## src/cet_pkg.sv

```systemverilog
package cet_pkg;

  // Coordinate format: signed fixed point, Q4.28 by default
  localparam int COORD_WIDTH = 32;
  localparam int FRAC_BITS   = 28;
  localparam int COUNT_WIDTH = 16;

  // Full-width product and the accumulator that adds c to it
  localparam int PROD_W = 2 * COORD_WIDTH;
  localparam int ACC_W  = PROD_W + 2;

  typedef logic signed [COORD_WIDTH-1:0] coord_t;
  typedef logic signed [PROD_W-1:0]      prod_t;
  typedef logic signed [ACC_W-1:0]       acc_t;
  typedef logic [COUNT_WIDTH-1:0]        count_t;

  // Saturation limits of the coordinate format, at accumulator width
  localparam acc_t SAT_HI = {{(ACC_W - COORD_WIDTH + 1){1'b0}}, {(COORD_WIDTH - 1){1'b1}}};
  localparam acc_t SAT_LO = ~SAT_HI;

  // |z|^2 escape bound: 4.0 in the squared format (2*FRAC_BITS fraction bits)
  localparam logic [PROD_W:0] ESC_LIMIT = {{PROD_W{1'b0}}, 1'b1} << (2 * FRAC_BITS + 2);

  localparam count_t LIMIT_RESET = COUNT_WIDTH'(256);

  // Clamp an accumulator value to the coordinate range
  function automatic coord_t sat_coord(input acc_t v);
    coord_t r;
    if (v > SAT_HI) begin
      r = SAT_HI[COORD_WIDTH-1:0];
    end else if (v < SAT_LO) begin
      r = SAT_LO[COORD_WIDTH-1:0];
    end else begin
      r = v[COORD_WIDTH-1:0];
    end
    return r;
  endfunction

endpackage

```

## src/cet_mult.sv

```systemverilog
module cet_mult
  import cet_pkg::*;
(
  input  logic   clk,
  input  coord_t a,
  input  coord_t b,
  output prod_t  p
);

  prod_t a_x;
  prod_t b_x;

  // sign-extend operands to full product width
  assign a_x = PROD_W'(a);
  assign b_x = PROD_W'(b);

  // shared signed multiplier, product registered
  always_ff @(posedge clk) begin
    p <= a_x * b_x;
  end

endmodule

```

## src/cet_znext.sv

```systemverilog
module cet_znext
  import cet_pkg::*;
(
  input  prod_t  rr,
  input  prod_t  ii,
  input  prod_t  ri,
  input  coord_t c_re,
  input  coord_t c_im,
  output coord_t z_re_next,
  output coord_t z_im_next
);

  acc_t cre_x;
  acc_t cim_x;
  acc_t re_sum;
  acc_t im_sum;
  acc_t re_shr;
  acc_t im_shr;

  // c aligned to the product format; imaginary side carries the factor 2
  assign cre_x = ACC_W'(c_re) <<< FRAC_BITS;
  assign cim_x = ACC_W'(c_im) <<< (FRAC_BITS - 1);

  // re = zr^2 - zi^2 + c_re, im = 2*zr*zi + c_im
  assign re_sum = ACC_W'(rr) - ACC_W'(ii) + cre_x;
  assign im_sum = ACC_W'(ri) + cim_x;

  // floor back to coordinate scale, then clamp
  assign re_shr = re_sum >>> FRAC_BITS;
  assign im_shr = im_sum >>> (FRAC_BITS - 1);

  assign z_re_next = sat_coord(re_shr);
  assign z_im_next = sat_coord(im_shr);

endmodule

```

## src/complex_escape_time_iterator.sv

```systemverilog
// Channel  | Dir | Beat contents (low bit first)
// s_axis   | in  | tdata: z_re_start, z_im_start, c_re, c_im (32 bits each)
// m_axis   | out | tdata: iteration_count (16 bits)
// cfg      | in  | cfg_wdata: max_iterations (16 bits), written when cfg_we is high
//
// Each point runs from input beat to result through n updates, n being the number of
// updates performed; each update is three passes through the one 32x32 multiplier
// (S_RR, S_II, S_RI) plus the add and clamp in S_UPD. Input ready only while idle.
// A finished result waits in the output register; a next point is accepted meanwhile.
// Reset (rst, synchronous) sets max_iterations to 256 and empties the output.
module complex_escape_time_iterator
  import cet_pkg::*;
(
  input  logic                     clk,
  input  logic                     rst,
  input  logic                     s_axis_tvalid,
  output logic                     s_axis_tready,
  // z_re_start [31:0], z_im_start [63:32], c_re [95:64], c_im [127:96]
  input  logic [4*COORD_WIDTH-1:0] s_axis_tdata,
  output logic                     m_axis_tvalid,
  input  logic                     m_axis_tready,
  // iteration_count [15:0]
  output logic [COUNT_WIDTH-1:0]   m_axis_tdata,
  input  logic                     cfg_we,
  input  logic [COUNT_WIDTH-1:0]   cfg_wdata
);

  localparam logic [2:0] S_IDLE = 3'd0;
  localparam logic [2:0] S_RR   = 3'd1;
  localparam logic [2:0] S_II   = 3'd2;
  localparam logic [2:0] S_RI   = 3'd3;
  localparam logic [2:0] S_UPD  = 3'd4;
  localparam logic [2:0] S_HOLD = 3'd5;

  logic [2:0] state;
  logic [2:0] state_next;

  count_t count_limit;
  count_t count;
  logic   updated;
  coord_t zr;
  coord_t zi;
  coord_t cre;
  coord_t cim;
  prod_t  rr;
  prod_t  ii;

  coord_t           mul_a;
  coord_t           mul_b;
  prod_t            prod;
  coord_t           zr_new;
  coord_t           zi_new;
  logic [PROD_W:0]  mag_sq;
  logic             escaped;
  logic [COUNT_WIDTH:0] cnt_inc;
  logic             hit_max;
  logic             out_free;

  // configuration register
  always_ff @(posedge clk) begin
    if (rst) begin
      count_limit <= LIMIT_RESET;
    end else if (cfg_we) begin
      count_limit <= cfg_wdata;
    end
  end

  // operand select for the shared multiplier
  always_comb begin
    mul_a = zr;
    mul_b = zr;
    case (state)
      S_II: begin
        mul_a = zi;
        mul_b = zi;
      end
      S_RI: begin
        mul_a = zr;
        mul_b = zi;
      end
      default: begin
        mul_a = zr;
        mul_b = zr;
      end
    endcase
  end

  cet_mult u_mult (
    .clk (clk),
    .a   (mul_a),
    .b   (mul_b),
    .p   (prod)
  );

  // next z from zr^2 (rr), zi^2 (ii) and zr*zi (product in S_UPD)
  cet_znext u_znext (
    .rr        (rr),
    .ii        (ii),
    .ri        (prod),
    .c_re      (cre),
    .c_im      (cim),
    .z_re_next (zr_new),
    .z_im_next (zi_new)
  );

  // escape test on the squares of the last updated z (zi^2 arrives in S_RI)
  assign mag_sq  = {1'b0, rr} + {1'b0, prod};
  assign escaped = updated && (mag_sq > ESC_LIMIT);
  assign cnt_inc = {1'b0, count} + {{COUNT_WIDTH{1'b0}}, 1'b1};
  assign hit_max = updated ? (cnt_inc == {1'b0, count_limit}) : (count_limit == '0);
  assign out_free = !m_axis_tvalid || m_axis_tready;

  assign s_axis_tready = (state == S_IDLE);

  // sequencer
  always_comb begin
    state_next = state;
    case (state)
      S_IDLE: begin
        if (s_axis_tvalid) state_next = S_RR;
      end
      S_RR:   state_next = S_II;
      S_II:   state_next = S_RI;
      S_RI: begin
        if (escaped || hit_max) state_next = S_HOLD;
        else state_next = S_UPD;
      end
      S_UPD:  state_next = S_RR;
      S_HOLD: begin
        if (out_free) state_next = S_IDLE;
      end
      default: state_next = S_IDLE;
    endcase
  end

  always_ff @(posedge clk) begin
    if (rst) begin
      state <= S_IDLE;
    end else begin
      state <= state_next;
    end
  end

  // working registers
  always_ff @(posedge clk) begin
    case (state)
      S_IDLE: begin
        if (s_axis_tvalid) begin
          zr      <= s_axis_tdata[COORD_WIDTH-1:0];
          zi      <= s_axis_tdata[2*COORD_WIDTH-1:COORD_WIDTH];
          cre     <= s_axis_tdata[3*COORD_WIDTH-1:2*COORD_WIDTH];
          cim     <= s_axis_tdata[4*COORD_WIDTH-1:3*COORD_WIDTH];
          count   <= '0;
          updated <= 1'b0;
        end
      end
      S_II: rr <= prod;
      S_RI: begin
        ii <= prod;
        if (updated && !escaped) count <= cnt_inc[COUNT_WIDTH-1:0];
      end
      S_UPD: begin
        zr      <= zr_new;
        zi      <= zi_new;
        updated <= 1'b1;
      end
      default: begin
      end
    endcase
  end

  // output register
  always_ff @(posedge clk) begin
    if (rst) begin
      m_axis_tvalid <= 1'b0;
    end else if (state == S_HOLD && out_free) begin
      m_axis_tvalid <= 1'b1;
    end else if (m_axis_tready) begin
      m_axis_tvalid <= 1'b0;
    end
  end

  always_ff @(posedge clk) begin
    if (state == S_HOLD && out_free) begin
      m_axis_tdata <= count;
    end
  end

endmodule
```

## config.mk

```make
export PLATFORM = sky130hd
export DESIGN_NAME = complex_escape_time_iterator
export DESIGN_NICKNAME = d
export VERILOG_FILES = /design/src/cet_pkg.sv /design/src/cet_mult.sv /design/src/cet_znext.sv /design/src/complex_escape_time_iterator.sv
export SDC_FILE = /design/constraint.sdc
export NUM_CORES = 2
export LEC_CHECK = 0
export ABC_AREA = 0
export BUFFER_PORTS_ARGS = -buffer_cell sky130_fd_sc_hd__clkbuf_2
export CAP_MARGIN = 5
export CORE_MARGIN = 2
export CORE_UTILIZATION = 45
export DETAILED_ROUTE_END_ITERATION = 8
export GPL_TIMING_DRIVEN = 0
export PLACE_DENSITY = 0.58
export RECOVER_POWER = 25
export SYNTH_ARGS = -nofsm -noshare
export SYNTH_HDL_FRONTEND = slang
export SYNTH_SLANG_ARGS = --single-unit
```

## constraint.sdc

```tcl
create_clock -name clk -period 20.3 [get_ports clk]
set_clock_uncertainty 0.15 [all_clocks]
set_input_delay 3.045 -clock clk [delete_from_list [all_inputs] [get_ports clk]]
set_output_delay 3.045 -clock clk [all_outputs]
set_load 0.05 [all_outputs]
```

== Word-level counts from Yosys, hierarchy flattened ==
Cells that the tools add are included.
Operators by class
  reduce and logical (&&, ||, !) cells: 17
  magnitude comparators: 5
  shift-type cells: 0
  add/sub/neg operators: 5
  $mul: 1
  muxes and demuxes: 22
  bitwise logic cells: 0
  eq/ne operators: 9
  divide/modulo/power cells: 0
Operators by type and width (count)
  $mux W32: 8
  $pmux W32 S2: 2
  $gt A38 B32 Y1 const B: 2
  $lt A38 B32 Y1 const B: 2
  $add A65 B60 Y66: 1
  $add A64 B59 Y65: 1
  $add A64 B64 Y65: 1
  $gt A65 B59 Y1 const B: 1
  $sub A64 B64 Y65: 1
  $mul A32 B32 Y64: 1
  $mux W16: 2
  $pmux W16 S2: 1
  $pmux W3 S6: 1
  $add A16 B1 Y17 const B: 1
  $eq A17 B16 Y1: 1
  $logic_not A16 Y1: 1
  $eq A3 B2 Y1 const B: 2
  $eq A3 B3 Y1 const B: 2
  $mux W3: 2
  $ne A2 B2 Y1 const B: 3
  $reduce_and A2 Y1: 3
  $reduce_bool A2 Y1: 3
  $mux W1: 5
  $eq A3 B1 Y1 const B: 1
  7 further kinds: 11
Storage, ports and cells
  output and inout bits: 18
  memory bits (writable): 0
  bits in latches: 0
  bits of input ports: 149
  bits in registers: 373
  memories: 0
  ROM bits: 0
  logic and storage cells: 72

== Depth between registers and ports, before layout ==
  depth in word-level cells: 7
  gate-level depth with buffers: 37
  gate-level depth less buffers: 34

== By module ==
Synthesis repeated with hierarchy kept, for this count alone.
Second synthesis, totals
  cells, all modules: 6600
  area total of the unflattened synthesis: 61950.7 sq um
Modules (own cells, without submodules)
  cet_mult: times used 1, cells each 4024, area an instance 37653.6 sq um, seq. area each 1281.2 sq um
  complex_escape_time_iterator: times used 1, cells each 1346, area an instance 15917.8 sq um, seq. area each 9078.7 sq um
  cet_znext: times used 1, cells each 1230, area an instance 8379.3 sq um, seq. area each 0.0 sq um

== Worst setup path before layout ==
OpenSTA, ideal clock, no wires.
  path kind: reg-to-reg
  from: reg state[1]
  to: reg u_mult.p[63]
  stages on the path, launching flop included: 30
  data arrival time: 10.970 ns
  required time: 20.078 ns
  period minus slack after synthesis: 11.192 ns
  setup time: 0.072 ns
  buffers on the path: 3
  slack: 9.108 ns
  cells stage by stage: dfxtp_1 > nor2b_1 > clkbuf_1 > nor2b_1 > buf_1 > buf_1 > mux2i_1 > nor2_1 > fa_1 > inv_1 > fa_1 > inv_1 > fa_1 > fa_1 > inv_1 > fa_1 > inv_1 > fa_1 > fa_1 > fa_1 > ha_1 > a21o_1 > a21oi_1 > a21boi_0 > o31ai_1 > nand3_1 > nand2_1 > a211o_1 > a21oi_1 > xnor2_1
Between the ends
  longest elaborated chain between the ends: 4
  elaborated cells between the ends (all ways): 6
  those cells by class: mul: 1; eq/ne: 2; mux: 2; reduce/logical: 1
RTL lines
  start: declaration: line complex_escape_time_iterator.sv:35  | logic [2:0] state;
  start signal: assignment: line complex_escape_time_iterator.sv:140  | state <= state_next;
  $eq A3 B2 Y1: line complex_escape_time_iterator.sv:72  | case (state)
  $reduce_or A2 Y1 (no source line)
  $mux W32: line complex_escape_time_iterator.sv:72
  $mul A32 B32 Y64 (*): line cet_mult.sv:19  | p <= a_x * b_x;
  end signal: assignment: line cet_mult.sv:19
  end: declaration: line cet_mult.sv:7  | output prod_t p
Mark *: on every way between the ends. The rest lies on a longest branch, timed or not.
A chain may end at the register's enable or synchronous reset.

== Worst setup path in the final report ==
  from: reg state[1]
  to: reg u_mult.p[62]
Same word-level chain as after synthesis.

==> run summary <==
Status - finished with violations
Failing checks - capacitance limit, slew limit
DR vias - 48591
Crit Path Category - reg -> reg
Setup tns final - 0 ns
Most used cell, CP - fa_1
Met1 Track Usage GR - 44.7%
Final setup fails - 0
Seq/Total Area, Yosys - 17.3%
Mapped Cells - 6376
Netlist cell types - 84
Die width - 368 um
Syn_nets - 8021
GRT overflow - 0
Top Family by Delay on Critical Path - adder cells
Min cycle time layout - 14.52 ns
RSZ-0062 raised after global routing - no
Largest net degree at the start of global routing - 66
Fmax achieved - 68.9 MHz
Synth area leaders - fa_1 38%, edfxtp_1 15%, ha_1 7.9%
CTS max path bufs - 3
Syn-to-layout area delta - 8.30%
Reg2reg path depth - 31
Slew Viols, Final - 4
First-pass GRT wire length - 330 mm
EDFF count, synth - 289
CP Max Fanout - 10
Aggregate global-route resource usage - 33.9%
Main synth FF type - edfxtp_1
CTS Root Cell - clkbuf_16
DRC - 0
Die area - 136000 um^2
IO Pins - 167
Crit path buffers/inverters - 8
Top Usage Layer GRT - met2
Vias per cell - 5.78
CTS tree - done
Antenna Nets Post-Route - 0
Met3 Resource Use GR - 9.05%
Worst R2R Start - state[1]
# Post-CTS Setup Buffers - 0
Port buffer count - 164
Wire per inst - 27.2 um
Worst Hold Path EP - ii[0]
# rows - 133
Routability cong. - 1.08
Slew headroom - -5.91%
H-tree depth - 2
Avg Inst Size Synth - 9.37 um^2
Hold depth - 0
Layout cell share with drive strength beyond 1 - 6.05%
Hold Crit Class - reg -> reg
First-pass detailed-route iteration total - 8
Nets - 8259
Reg2reg end - u_mult.p[62]
Slew @ Worst Pin - 1.54 ns
Routed WL - 229 mm
Die H - 368 um
Initial antenna violation count - 14
Synth Register Bits - 373
R2R Setup Slk - 5.78 ns
Clk_lat worst skew - 0.60 ns
YS warnings - 0
Clock sinks - 373
Post-DP HPWL - 194 mm
Arrival @ worst endpoint - 14.87 ns
Largest stage delay, worst path - 1.18 ns
Period utilisation layout - 71.5%
Iter 0 DRT Violations - 5303
Mapped Area - 59800 um^2
Final Hold Fails - 0
Asr flop ratio synth - 0%
Clk pin slew, worst setup/hold paths - 0.06 ns
CP max stage cell - mux2i_1
Hold Crit Start - u_mult.p[0]
Startpoint types - flip-flop
Vias in the first global route - 48687
Cts hold-fix bufs - 0
Initial Utilization - 45.4%
Max-cap viol count - 1
Core area - 132000 um^2
Yosys top cell by area - fa_1
Synth top area share - 37.5%
M2 GR Usage - 50.6%
CP Data Required Time - 20.65 ns
Num CTS Buffers - 39
Crit end category - flip-flop
Quantity of gates resized following cts - 0
## cell usage in the layout (no fill, tap or decap), types with 34 or more instances in the layout
master / instances
inv_1: 1196
nand2b_1: 67
o21ai_0: 136
mux2_2: 62
o21a_1: 34
clkbuf_1: 201
and3_1: 37
xor2_1: 75
clkbuf_16: 40
mux2i_1: 56
nand4_1: 54
a21o_1: 113
nor2_1: 759
xnor2_1: 117
clkbuf_2: 169
o22ai_1: 35
nand3_1: 71
ha_1: 376
dfxtp_1: 84
a31oi_1: 39
a21oi_1: 273
nor3_1: 47
edfxtp_1: 289
fa_1: 1119
nand2_1: 669
## worst max-delay path by stage
stage	depth (start not counted)	slack, ns	endpoint	startpoint
finish	31	5.78	u_mult.p[62]	state[1]
global route	31	5.52	u_mult.p[62]	state[1]
detailed placement	31	6.39	u_mult.p[62]	state[1]
CTS	31	6.36	u_mult.p[62]	state[1]
floorplan	29	9.11	u_mult.p[63]	state[1]
global placement	31	3.16	u_mult.p[62]	state[1]
## stage by stage
step,hold WS [ns],worst slack [ns],std cells,utilization (%),cell area (um^2)
after global routing,0.331,5.52,8400,49.2,64700
after CTS,0.320,6.36,8397,49.1,64700
after global placement,0.301,3.16,8295,47.7,62800
final,0.314,5.78,8405,49.2,64700
after floorplan,0.280,9.11,6376,-,59800
after detailed placement,0.305,6.39,8325,48.1,63300
## final cells by class
type                    instances  area [um^2]
fillers                     12659        66900
multi-input cells            4566        44100
flip-flops and latches        373        10400
inverters                    1199         4510
well taps                    1755         2200
repair buffers                197         1250
clock buffers                  51         1090
plain buffers                 238          925
clock inverters                21          293
diodes                          5         12.5
## metal layers
layer  wire length [um]  vias to the layer above  part of all wire [%]
li1                   -                    20800                     -
met1              90000                    24581                    39
met2              98500                     2580                    43
met3              24300                      616                    11
met4              15500                       14                   6.8
met5                365                        -                  0.16
## Yosys cell counts (39+ instances only)
library cell,count
a21oi_1,273
o21ai_0,136
inv_1,1198
nand2_1,670
a31oi_1,39
mux2_2,62
edfxtp_1,289
nor2_1,760
a21o_1,113
ha_1,376
fa_1,1120
clkbuf_1,196
dfxtp_1,84
mux2i_1,78
nor3_1,47
xnor2_1,117
nand4_1,54
xor2_1,75
nand2b_1,67
nand3_1,71
## registers in the layout, summed over array words and instances (netlist names)
| signal | flops |
|---|---|
| ii | 64 |
| rr | 64 |
| u_mult.p | 64 |
| cim | 32 |
| cre | 32 |
| zi | 32 |
| zr | 32 |
| count | 16 |
| count_limit | 16 |
| m_axis_tdata | 16 |
| state | 3 |
| m_axis_tvalid | 1 |
| updated | 1 |
## cell families after synthesis
logic type / count (synthesis) / share of synthesized area, %
AOI/OAI and AO/OA: 886 / 9.62
xor gates and xnor gates: 192 / 2.81
adders and majority gates: 1496 / 45.4
buffers and inverters: 1437 / 9.08
DFF: 373 / 17.3
muxes: 140 / 2.48
and+or+nand+nor: 1852 / 13.3
Power is not shown: default switching activity piles up to over one toggle a cycle in this logic, so the estimate is an artifact.
